File: src/design/lcdseq_pkg.sv
// Shared types, codes and constants of the character LCD bus sequencer.
// No dependencies; every other design file imports this package.
package lcdseq_pkg;

    // Request function codes.
    localparam logic [2:0] FUNC_CMD     = 3'd0;
    localparam logic [2:0] FUNC_DATA    = 3'd1;
    localparam logic [2:0] FUNC_CURSOR  = 3'd2;
    localparam logic [2:0] FUNC_DATA_AT = 3'd3;
    localparam logic [2:0] FUNC_POWER   = 3'd4;

    // Configuration register indexes.
    localparam logic [1:0] CFG_FOUR_BIT = 2'd0;
    localparam logic [1:0] CFG_EN_US    = 2'd1;
    localparam logic [1:0] CFG_WAIT_US  = 2'd2;

    // Configuration reset values.
    localparam logic [7:0]  EN_US_RESET   = 8'd5;
    localparam logic [15:0] WAIT_US_RESET = 16'd20000;

    // DDRAM base addresses of rows one to four.
    localparam logic [7:0] ROW1_BASE = 8'h80;
    localparam logic [7:0] ROW2_BASE = 8'hC0;
    localparam logic [7:0] ROW3_BASE = 8'h94;
    localparam logic [7:0] ROW4_BASE = 8'hD4;

    // Power-up sequence: step 0 is the initial wait, steps 1 to 9 are commands.
    localparam logic [3:0]  INIT_LAST_STEP   = 4'd9;
    localparam logic [15:0] WAIT_FIRST_US    = 16'd5000;
    localparam logic [15:0] WAIT_SECOND_US   = 16'd150;
    localparam logic [7:0]  CMD_FUNC_SET_8   = 8'h38;
    localparam logic [7:0]  CMD_FUNC_SET_4   = 8'h28;
    localparam logic [7:0]  CMD_CLEAR        = 8'h01;
    localparam logic [7:0]  CMD_HOME         = 8'h02;
    localparam logic [7:0]  CMD_ENTRY_MODE   = 8'h06;
    localparam logic [7:0]  CMD_DISPLAY_ON   = 8'h0C;
    localparam logic [7:0]  CMD_DDRAM_START  = 8'h80;

    typedef struct packed {
        logic [2:0] func;
        logic [7:0] value;
        logic [2:0] row;
        logic [5:0] column;
    } t_req;

    typedef struct packed {
        logic        reg_select;
        logic [7:0]  data_lines;
        logic        enable_line;
        logic [15:0] hold_us;
        logic        last;
    } t_pin;

    // One job for the datapath: a byte transfer or a single idle pin state.
    typedef struct packed {
        logic        start;
        logic        idle_job;
        logic        rs;
        logic [7:0]  byte_val;
        logic [15:0] tail_hold;
        logic        last;
    } t_dp_cmd;

    typedef enum logic [1:0] {
        ST_IDLE,
        ST_ISSUE,
        ST_WAIT
    } t_state;

    function automatic logic [7:0] f_init_byte(input logic [3:0] step,
                                               input logic four_bit);
        logic [7:0] b;
        case (step)
            4'd1, 4'd2, 4'd3: b = CMD_FUNC_SET_8;
            4'd4:             b = CMD_CLEAR;
            4'd5:             b = CMD_HOME;
            4'd6:             b = CMD_ENTRY_MODE;
            4'd7:             b = CMD_DISPLAY_ON;
            4'd8:             b = four_bit ? CMD_FUNC_SET_4 : CMD_FUNC_SET_8;
            4'd9:             b = CMD_DDRAM_START;
            default:          b = 8'h00;
        endcase
        return b;
    endfunction

    function automatic logic [15:0] f_init_tail(input logic [3:0] step);
        logic [15:0] h;
        case (step)
            4'd1:    h = WAIT_FIRST_US;
            4'd2:    h = WAIT_SECOND_US;
            default: h = 16'd0;
        endcase
        return h;
    endfunction

endpackage

File: src/design/lcdseq_ctrl.sv
// Controller of the LCD bus sequencer: walks a request through its byte jobs.
// Depends on lcdseq_pkg; drives lcdseq_dp through a t_dp_cmd.
module lcdseq_ctrl
    import lcdseq_pkg::*;
(
    input  logic        i_clk,
    input  logic        i_rst_n,
    input  logic        i_req_valid,
    output logic        o_req_ready,
    input  t_req        i_req,
    input  logic        i_four_bit,
    input  logic [15:0] i_wait_us,
    input  logic        i_dp_busy,
    output t_dp_cmd     o_cmd
);

    t_state      r_state, n_state;
    t_req        r_req;
    logic [3:0]  r_step, n_step;

    logic        w_row_ok;
    logic [7:0]  w_base;
    logic [7:0]  w_addr;
    logic        w_has_job;
    logic        w_final;
    t_dp_cmd     w_job;

    always_comb begin
        w_row_ok = 1'b1;
        unique case (r_req.row)
            3'd1:    w_base = ROW1_BASE;
            3'd2:    w_base = ROW2_BASE;
            3'd3:    w_base = ROW3_BASE;
            3'd4:    w_base = ROW4_BASE;
            default: begin
                w_base   = 8'h00;
                w_row_ok = 1'b0;
            end
        endcase
    end

    // Row base plus column minus one, wrapping at 256.
    assign w_addr = w_base + {2'b00, r_req.column} + 8'hFF;

    // Job for the current step of the held request.
    always_comb begin
        w_has_job          = 1'b0;
        w_final            = 1'b1;
        w_job              = '0;
        w_job.tail_hold    = 16'd0;
        unique case (r_req.func)
            FUNC_CMD, FUNC_DATA: begin
                w_has_job      = 1'b1;
                w_job.rs       = (r_req.func == FUNC_DATA);
                w_job.byte_val = r_req.value;
            end
            FUNC_CURSOR: begin
                w_has_job      = w_row_ok;
                w_job.byte_val = w_addr;
            end
            FUNC_DATA_AT: begin
                if (r_step == 4'd0) begin
                    w_has_job      = w_row_ok;
                    w_final        = 1'b0;
                    w_job.byte_val = w_addr;
                end else begin
                    w_has_job      = 1'b1;
                    w_job.rs       = 1'b1;
                    w_job.byte_val = r_req.value;
                end
            end
            FUNC_POWER: begin
                w_has_job = 1'b1;
                w_final   = (r_step == INIT_LAST_STEP);
                if (r_step == 4'd0) begin
                    w_job.idle_job  = 1'b1;
                    w_job.tail_hold = i_wait_us;
                end else begin
                    w_job.byte_val  = f_init_byte(r_step, i_four_bit);
                    w_job.tail_hold = f_init_tail(r_step);
                end
            end
            default: begin
                w_has_job = 1'b0;
            end
        endcase
        w_job.last = w_final;
    end

    always_comb begin
        n_state = r_state;
        unique case (r_state)
            ST_IDLE: begin
                if (i_req_valid) n_state = ST_ISSUE;
            end
            ST_ISSUE: begin
                if (w_has_job)    n_state = ST_WAIT;
                else if (w_final) n_state = ST_IDLE;
            end
            ST_WAIT: begin
                if (!i_dp_busy) n_state = w_final ? ST_IDLE : ST_ISSUE;
            end
            default: n_state = ST_IDLE;
        endcase
    end

    always_comb begin
        o_req_ready = 1'b0;
        o_cmd       = w_job;
        o_cmd.start = 1'b0;
        n_step      = r_step;
        unique case (r_state)
            ST_IDLE: begin
                o_req_ready = 1'b1;
                n_step      = 4'd0;
            end
            ST_ISSUE: begin
                o_cmd.start = w_has_job && !i_dp_busy;
                if (!w_has_job && !w_final) n_step = r_step + 4'd1;
            end
            ST_WAIT: begin
                if (!i_dp_busy) n_step = r_step + 4'd1;
            end
            default: ;
        endcase
    end

    always_ff @(posedge i_clk) begin
        if (!i_rst_n) begin
            r_state <= ST_IDLE;
            r_step  <= 4'd0;
        end else begin
            r_state <= n_state;
            r_step  <= n_step;
        end
    end

    always_ff @(posedge i_clk) begin
        if (i_req_valid && o_req_ready) r_req <= i_req;
    end

endmodule

File: src/design/lcdseq_dp.sv
// Datapath of the LCD bus sequencer: turns one job into its pin states.
// Depends on lcdseq_pkg; holds the output register of the pin channel.
module lcdseq_dp
    import lcdseq_pkg::*;
(
    input  logic        i_clk,
    input  logic        i_rst_n,
    input  t_dp_cmd     i_cmd,
    input  logic        i_four_bit,
    input  logic [7:0]  i_en_us,
    output logic        o_busy,
    output logic        o_pin_valid,
    input  logic        i_pin_ready,
    output t_pin        o_pin
);

    logic        r_busy;
    logic [1:0]  r_phase;
    logic        r_idle_job;
    logic        r_rs;
    logic [7:0]  r_byte;
    logic [15:0] r_tail;
    logic        r_last;
    logic        r_out_valid;
    t_pin        r_out;

    logic [1:0]  w_final_phase;
    logic        w_at_final;
    logic        w_emit;
    t_pin        w_pin;

    // In 4-bit mode phases 0 and 1 carry the high nibble, 2 and 3 the low one.
    assign w_final_phase = r_idle_job ? 2'd0 : (i_four_bit ? 2'd3 : 2'd1);
    assign w_at_final    = (r_phase == w_final_phase);
    assign w_emit        = r_busy && (!r_out_valid || i_pin_ready);

    always_comb begin
        w_pin.reg_select  = r_rs && !r_idle_job;
        if (r_idle_job)
            w_pin.data_lines = 8'h00;
        else if (i_four_bit)
            w_pin.data_lines = {4'h0, r_phase[1] ? r_byte[3:0] : r_byte[7:4]};
        else
            w_pin.data_lines = r_byte;
        w_pin.enable_line = !r_idle_job && !r_phase[0];
        if (w_pin.enable_line)
            w_pin.hold_us = {8'h00, i_en_us};
        else
            w_pin.hold_us = w_at_final ? r_tail : 16'd0;
        w_pin.last = w_at_final && r_last;
    end

    always_ff @(posedge i_clk) begin
        if (!i_rst_n) begin
            r_busy      <= 1'b0;
            r_phase     <= 2'd0;
            r_out_valid <= 1'b0;
        end else begin
            if (i_cmd.start) begin
                r_busy  <= 1'b1;
                r_phase <= 2'd0;
            end else if (w_emit) begin
                if (w_at_final) r_busy <= 1'b0;
                else            r_phase <= r_phase + 2'd1;
            end
            if (w_emit)           r_out_valid <= 1'b1;
            else if (i_pin_ready) r_out_valid <= 1'b0;
        end
    end

    always_ff @(posedge i_clk) begin
        if (i_cmd.start) begin
            r_idle_job <= i_cmd.idle_job;
            r_rs       <= i_cmd.rs;
            r_byte     <= i_cmd.byte_val;
            r_tail     <= i_cmd.tail_hold;
            r_last     <= i_cmd.last;
        end
        if (w_emit) r_out <= w_pin;
    end

    assign o_busy      = r_busy;
    assign o_pin_valid = r_out_valid;
    assign o_pin       = r_out;

endmodule

File: src/design/char_lcd_bus_sequencer.sv
// Top level of the character LCD bus sequencer: configuration registers,
// controller and datapath. Depends on lcdseq_pkg, lcdseq_ctrl and lcdseq_dp.
//
//   Channel   Direction  Handshake                  Payload
//   request   in         i_req_valid / o_req_ready  i_req (t_req)
//   pin       out        o_pin_valid / i_pin_ready  o_pin (t_pin)
//   config    in         i_cfg_we (write only)      i_cfg_index, i_cfg_wdata
//
// Each pin state is registered in the datapath and leaves it when the output
// is taken; a byte is 2 pin states on an 8-bit bus and 4 on a 4-bit bus.
// Each job is handed from the controller to the datapath, and each request
// is taken while the controller is idle.
// Hold times are reported, not counted: the pin driver downstream waits them.
// Reset is synchronous; it returns the registers to their defaults and stops
// any request. A stalled output holds the datapath, and the controller with it.
module char_lcd_bus_sequencer
    import lcdseq_pkg::*;
(
    input  logic        i_clk,
    input  logic        i_rst_n,
    input  logic        i_req_valid,
    output logic        o_req_ready,
    input  t_req        i_req,
    output logic        o_pin_valid,
    input  logic        i_pin_ready,
    output t_pin        o_pin,
    input  logic        i_cfg_we,
    input  logic [1:0]  i_cfg_index,
    input  logic [15:0] i_cfg_wdata
);

    logic        r_four_bit;
    logic [7:0]  r_en_us;
    logic [15:0] r_wait_us;

    t_dp_cmd     w_cmd;
    logic        w_dp_busy;

    always_ff @(posedge i_clk) begin
        if (!i_rst_n) begin
            r_four_bit <= 1'b0;
            r_en_us    <= EN_US_RESET;
            r_wait_us  <= WAIT_US_RESET;
        end else if (i_cfg_we) begin
            unique case (i_cfg_index)
                CFG_FOUR_BIT: r_four_bit <= i_cfg_wdata[0];
                CFG_EN_US:    r_en_us    <= i_cfg_wdata[7:0];
                CFG_WAIT_US:  r_wait_us  <= i_cfg_wdata;
                default: ;
            endcase
        end
    end

    lcdseq_ctrl u_ctrl (
        .i_clk       (i_clk),
        .i_rst_n     (i_rst_n),
        .i_req_valid (i_req_valid),
        .o_req_ready (o_req_ready),
        .i_req       (i_req),
        .i_four_bit  (r_four_bit),
        .i_wait_us   (r_wait_us),
        .i_dp_busy   (w_dp_busy),
        .o_cmd       (w_cmd)
    );

    lcdseq_dp u_dp (
        .i_clk       (i_clk),
        .i_rst_n     (i_rst_n),
        .i_cmd       (w_cmd),
        .i_four_bit  (r_four_bit),
        .i_en_us     (r_en_us),
        .o_busy      (w_dp_busy),
        .o_pin_valid (o_pin_valid),
        .i_pin_ready (i_pin_ready),
        .o_pin       (o_pin)
    );

    // A new request is only taken once the datapath has finished its job.
    a_ready_not_busy: assert property (@(posedge i_clk) disable iff (!i_rst_n)
        o_req_ready |-> !w_dp_busy)
        else $error("request taken while datapath busy");

    // A job is never issued on top of one still running.
    a_start_not_busy: assert property (@(posedge i_clk) disable iff (!i_rst_n)
        w_cmd.start |-> !w_dp_busy)
        else $error("job issued while datapath busy");

    // The final pin state of a request always has the enable line low.
    a_last_low: assert property (@(posedge i_clk) disable iff (!i_rst_n)
        (o_pin_valid && o_pin.last) |-> !o_pin.enable_line)
        else $error("last pin state with enable high");

    // On a 4-bit bus the upper data lines stay low.
    a_nibble: assert property (@(posedge i_clk) disable iff (!i_rst_n)
        (o_pin_valid && r_four_bit) |-> (o_pin.data_lines[7:4] == 4'h0))
        else $error("upper data lines driven on 4-bit bus");

endmodule
File: config.mk
export PLATFORM = sky130hd
export DESIGN_NAME = char_lcd_bus_sequencer
export DESIGN_NICKNAME = d
export VERILOG_FILES = /design/src/design/lcdseq_pkg.sv /design/src/design/lcdseq_ctrl.sv /design/src/design/lcdseq_dp.sv /design/src/design/char_lcd_bus_sequencer.sv
export SDC_FILE = /design/constraint.sdc
export NUM_CORES = 1
export LEC_CHECK = 0
export ABC_AREA = 1
export BUFFER_PORTS_ARGS = -buffer_cell sky130_fd_sc_hd__buf_2
export CAP_MARGIN = 5
export CORE_MARGIN = 4
export CORE_UTILIZATION = 61
export CTS_CLUSTER_SIZE = 25
export DETAILED_ROUTE_END_ITERATION = 12
export GPL_TIMING_DRIVEN = 0
export HOLD_SLACK_MARGIN = 0.1
export MAX_ROUTING_LAYER = met4
export PLACE_DENSITY_LB_ADDON = 0.08
export SLEW_MARGIN = 20
export SYNTH_ARGS = -nofsm -noshare
export SYNTH_HDL_FRONTEND = slang
export SYNTH_HIERARCHICAL = 1
export SYNTH_SLANG_ARGS = --single-unit
File: constraint.sdc
create_clock -name i_clk -period 8.4 [get_ports i_clk]
set_input_delay 0.42 -clock i_clk [delete_from_list [all_inputs] [get_ports i_clk]]
set_output_delay 0.42 -clock i_clk [all_outputs]
set_load 0.005 [all_outputs]
==> results of run 1 <==
==> flip-flops by register name, indices dropped and copies added (netlist names), 2 cells and up <==
register,cells
r_en_us,8
r_wait_us,16
u_ctrl/r_req,20
u_ctrl/r_state,2
u_ctrl/r_step,4
u_dp/o_pin,27
u_dp/r_byte,8
u_dp/r_phase,2
u_dp/r_tail,16
==> cells in the final DEF (no fill, tap or decap), types with 2 or more instances in the layout <==
cell and count:
o21ai_1 5, inv_1 73, ha_1 17, nand3_2 3, clkbuf_1 2, nand2_1 137
inv_6 3, buf_2 74, a31oi_1 2, nor2_4 4, nand3_1 29, a21oi_1 22
nand2_2 2, inv_2 5, o211ai_1 4, buf_4 4, clkinv_2 2, nor3_1 2
dfxtp_1 35, clkbuf_8 9, nand2_4 2, nand3_4 2, o21ai_0 11, nor2_1 86
nand4_1 4, edfxtp_1 74, nor2_2 9
==> metrics by stage <==
step	setup WS [ps]	instances	instance area, um2	power [mW]	utilization
2_1_floorplan	5670	550	5050	1.08	-
3_3_place_gp	5060	722	5530	1.20	0.701
3_5_place_dp	5890	724	5600	1.23	0.710
4_1_cts	5870	740	5780	1.53	0.733
5_1_grt	5600	740	5780	1.63	0.733
6_report	5880	740	5780	1.52	0.733
==> power by group <==
part / switching [mW] / internal [mW]
logic: 0.328 / 0.170
clock network: 0.184 / 0.112
registers: 0.0438 / 0.685
total: 0.556 / 0.967
==> per-layer routing <==
layer	part of all wire	up-vias
met5	0	-
met4	0.0086	0
met3	0.081	9
met2	0.48	148
met1	0.43	1801
li1	-	1936
==> final timing paths <==
path / start / to / slack, ps / cells past startpoint
worst max register to register: u_ctrl/r_req[6] / u_dp/r_byte[7] / 5880 / 13
worst max-delay path: u_ctrl/r_req[6] / u_dp/r_byte[7] / 5880 / 13
worst min-delay path: i_req[4] / u_ctrl/r_req[4] / 220 / 1
worst min register to register: r_wait_us[11] / r_wait_us[11] / 490 / 2
==> layout make-up <==
| class | instances | area, um2 | area share |
|---|---|---|---|
| Multi-Input combinational cell | 351 | 1780 | 0.308 |
| Inverter | 79 | 302 | 0.0521 |
| Clock inverter | 7 | 60.1 | 0.0104 |
| Timing Repair Buffer | 72 | 398 | 0.0688 |
| Clock buffer | 9 | 124 | 0.0214 |
| Buffer | 11 | 68.8 | 0.0119 |
| Sequential cell | 109 | 2920 | 0.505 |
| Tap cell | 102 | 128 | 0.0221 |
==> cell families (layout without fill, tap and decap cells) <==
logic type	count (synthesis)	count (layout)	share of synthesized area
adder cells (fa/ha/maj)	18	18	0.0460
flip-flops	109	109	0.578
AND/OR/NAND/NOR	283	283	0.246
AO/OA/AOI/OAI	48	48	0.0527
buffers and inverters	90	178	0.0733
XOR/XNOR	2	2	0.00347
==> out/metrics.yaml, run 1 <==
sta:
  hold_viol: 0
  max_freq_ghz: 0.396
  fin_tns_setup_ps: 0
  setup_viol: 0
  tightest_slew_ps: 749
  relSlewSlack: 0.500
  post-route-period-util: 0.301
  rsz0062_at_grt: "no"
  clock_skew_ps: 9.88
  report.final.slew_viol_count: 0
  holdWs_ps: 219
  layout_min_cycle_time_ps: 2520
worst_setup_path:
  worst_path_max_delay_cell: "edfxtp_1"
  cp_max_fo: 4
  critPathTopFamily: "simple AND/OR/NAND/NOR gates"
  critical_path_class: "reg2reg"
  setup.worst_path.start_class: "flop"
  crit_arrival_ps: 2640
  path_buf_inv: 1
  worst_setup_path_end_kind: "flop"
  max_stage_delay_ps: 440
  required_ps: 8520
  cp_cell_sequence: "o21ai_1 > nand2_1 > ha_1 > inv_1 > fa_1 > nand3_1 > nand3_1 > nand2_1 > nand2_1 > a21oi_1 > nand3_1 > nand3_1 > nand2_1"
yosys:
  yosys_warnings: 6
  synth-edff-count: 74
  ys_seq_elements: 109
  yosys_most_used_dff: "edfxtp_1"
  synth_top_area_share: 0.440
  synth_area_leaders: "edfxtp_1 (44%), dfxtp_1 (14%), nand2_1 (10%)"
  synth_area_um2: 5050
  avgSynthCellArea_um2: 9.19
  ys_types: 35
  async_flop_share: 0
  synth_cells: 550
  yosys.area.top_type: "edfxtp_1"
  yosys-top-cells-count: "nand2_1 (137), nor2_1 (87), edfxtp_1 (74), inv_1 (73), dfxtp_1 (35)"
  yosysSeqAreaShare: 0.578
  yosysMostFrequentCell: "nand2_1"
  synth_nets: 611
routing:
  dr.first_iter.drc_count: 253
  num_vias: 3894
  wl_per_cell_um: 13.4
  firstDrtPassIters: 6
  wl_um: 9950
  detail_route.vias_per_cell: 5.26
  drcViolationCount: 0
  antenna_left: 0
layout:
  diodes: 0
  nets: 694
  fill_cells: 582
  drive_gt1_frac: 0.202
  area_growth_pct: 14.4
clocking:
  cts_tree: "yes"
  clock_sinks: 109
  root_buffer: "clkbuf_8"
  cts_setup_buffers: 0
  cts_resized: 0
  ctsHtreeMaxLevel: 3
  clk_pin_slew_ps: 110
  cts_hold_buf: 0
  clk_path_buf_depth: 2
  clock_latency_ps: 370
  cts_made_buffers: 9
pwr:
  p_leak_nw: 2.67
  peakVddDrop_mv: 0.152
  cellPowerDensity_nw_per_um2: 263
global_route:
  grtUsageMet2: 0.342
  antenna_found_initial: 0
  use_met3: 0.0439
  gr-usage-met1: 0.277
  grt_use_total: 0.212
  grt_pass1_vias: 3630
  busiest_layer: "met2"
  grt_pass1_wl_um: 16100
  grt_overflow: 0
  grt_max_degree: 30
die:
  dieArea_um2: 9810
  die_w_um: 99.0
  coreArea_um2: 7890
  start_util: 0.641
  die_height_um: 99.0
  pin_count: 72
  rows: 32
run:
  drv_cap: 0
run_status:
  status: "finished clean"
placement:
  place_congestion: 0.942
  place_hpwl_um: 7450
  place.port_buffers: 70
worst_hold_path:
  hp-class: "in2reg"
(Power assumes the default switching activity.)
==> run 2, diff against run 1 <==
- ABC_AREA: 1 -> 0
- CORE_UTILIZATION: 61 -> 52
- clock period: 8.4 -> 2.1 ns (I/O delays scaled with it)
==> out/metrics.yaml, run 2 <==
die:
  rows: 35
  coreArea_um2: 9330
  dieArea_um2: 11300
  die_w_um: 106
  die_height_um: 106
  start_util: 0.538
  pin_count: 72
yosys:
  yosys-top-cells-count: "edfxtp_1 (74), nand2_1 (67), dfxtp_1 (35), inv_1 (29), mux2i_1 (22)"
  yosysMostFrequentCell: "edfxtp_1"
  synth_area_leaders: "edfxtp_1 (44%), dfxtp_1 (14%), nand2_1 (5.0%)"
  ys_types: 55
  yosys_warnings: 6
  synth_cells: 436
  yosys.area.top_type: "edfxtp_1"
  yosys_most_used_dff: "edfxtp_1"
  synth_top_area_share: 0.443
  async_flop_share: 0
  synth-edff-count: 74
  yosysSeqAreaShare: 0.583
  synth_area_um2: 5010
  ys_seq_elements: 109
  synth_nets: 497
  avgSynthCellArea_um2: 11.5
layout:
  final-instance-count-excl-fill: 709
  largest_reg_flops: 27
  final_cell_mix: "buf_2 (76), edfxtp_1 (74), nand2_1 (66), dlygate4sd3_1 (37), dfxtp_1 (33)"
  utilization: 0.692
  diodes: 0
  area_growth_pct: 28.8
  drive_gt1_frac: 0.267
  final_common_cell: "buf_2"
  nets: 636
  fill_cells: 715
sta:
  report.final.slew_viol_count: 0
  hold_viol: 0
  setup_viol: 5
  clock_skew_ps: 9.93
  max_freq_ghz: 0.400
  post-route-period-util: 1.19
  rsz0062_at_grt: "yes"
  tightest_slew_ps: 931
  fin_ws_ps: -399
  layout_min_cycle_time_ps: 2500
  relSlewSlack: 0.379
global_route:
  antenna_found_initial: 0
  grt_max_degree: 28
  grt_pass1_wl_um: 17500
  grt_pass1_vias: 3640
  grt_use_total: 0.202
  grt_overflow: 0
clocking:
  cts_tree: "yes"
  root_buffer: "clkbuf_8"
  ctsHtreeMaxLevel: 3
  clk_pin_slew_ps: 100
  cts_made_buffers: 9
  clk_path_buf_depth: 2
  clock_latency_ps: 370
  clock_sinks: 109
routing:
  detail_route.vias_per_cell: 5.11
  firstDrtPassIters: 4
  wl_per_cell_um: 14.8
  antenna_left: 0
  drcViolationCount: 0
  wl_um: 10500
  num_vias: 3623
  dr.first_iter.drc_count: 218
worst_hold_path:
  worstHoldStart: "i_pin_ready"
  hold_path_depth: 3
  hp-class: "in2reg"
run:
  drv_cap: 0
placement:
  post-place-ws_ps: -452
  place.port_buffers: 71
  place_inst: 636
  place_hpwl_um: 7140
  place_congestion: 0.840
worst_setup_path:
  cp_max_fo: 4
  critical_path_class: "reg2reg"
  r2r_cells: 10
  crit_start: "u_ctrl/r_req[8]"
  required_ps: 2210
  crit_arrival_ps: 2610
  worst_setup_path_end_kind: "flop"
  setup.worst_path.start_class: "flop"
  r2r_start: "u_ctrl/r_req[8]"
run_status:
  violations: "negative setup slack"
  status: "finished, violations left"
pwr:
  p_total_mw: 5.56
  cellPowerDensity_nw_per_um2: 862
  peakVddDrop_mv: 0.490
  p_leak_nw: 2.63
==> run 2: changes by cell type after synthesis, sizes merged, moves of 7 or more <==
| cell | before | now |
|---|---|---|
| mux2i | 0 | 23 |
| nor2 | 100 | 13 |
| inv | 79 | 29 |
| nand4b | 0 | 8 |
| nand2b | 0 | 9 |
| nand3 | 34 | 5 |
| and2 | 0 | 14 |
| and3 | 0 | 9 |
| o21ai | 16 | 23 |
| nand2 | 141 | 67 |
==> run 2: through the flow <==
stage,TNS (ps),hold WS (ps),cell area [um2]
detailed placement,-12570,283,5560
finish,-1230,132,6460
floorplan,-302,204,5050
CTS,-1140,117,6370
global route,-2420,149,6460
global placement,-10360,281,5560
==> run 2: cell type report <==
cell class | count | area [um2] | share of cell area
buffer | 19 | 123 | 0.0190
multi-input combinational | 280 | 2000 | 0.309
timing repair buffer | 127 | 892 | 0.138
inverter | 29 | 114 | 0.0176
clock buffer | 9 | 124 | 0.0192
clock inverter | 7 | 115 | 0.0178
tap | 129 | 161 | 0.0250
sequential | 109 | 2930 | 0.454
==> run 2: routing by layer <==
metal  part of all wire  track usage
met5                  0            -
met2               0.47        0.321
met3              0.049       0.0328
met4             0.0091       0.0527
met1               0.47        0.272
==> run 2: critical path, stage by stage (launching register included) <==
cell      delay, ps
edfxtp_1        470
nor3b_4         190
a21oi_2         150
ha_1            270
inv_2           100
ha_4            210
a211oi_2        240
o21bai_1         80
a21oi_1         150
xor2_1          260
o21ai_1         130
==> run 2: kinds of logic after synthesis <==
logic type | after synthesis | synth area share
flops | 109 | 0.583
xor+xnor | 5 | 0.00873
simple gates | 152 | 0.162
mux | 23 | 0.0467
buf+inv | 48 | 0.0462
compound gates | 81 | 0.108
fa+ha+maj | 18 | 0.0464
==> run 2: final timing paths <==
kind	to	slack, ps
worst max-delay path	u_dp/r_byte[6]	-400
worst min-delay path	u_dp/o_busy	130
worst max register to register	u_dp/r_byte[6]	-400
worst min register to register	r_wait_us[0]	460
==> run 2: power by group <==
group          internal, mW  switching (mW)
clock network         0.702           0.740
logic                 0.641           0.771
registers              2.60           0.114
total                  3.94            1.63
==> run 2: what timing repair did <==
action | 4_1_cts | 5_1_grt
setup endpoints to repair | 37 | 38
hold buffers | 37 | 0
gates resized for setup | 16 | 16
setup buffers | 16 | 3
pin swaps | 14 | 8
endpoints found under the hold margin | 51 | 0
cloned | 1 | 0
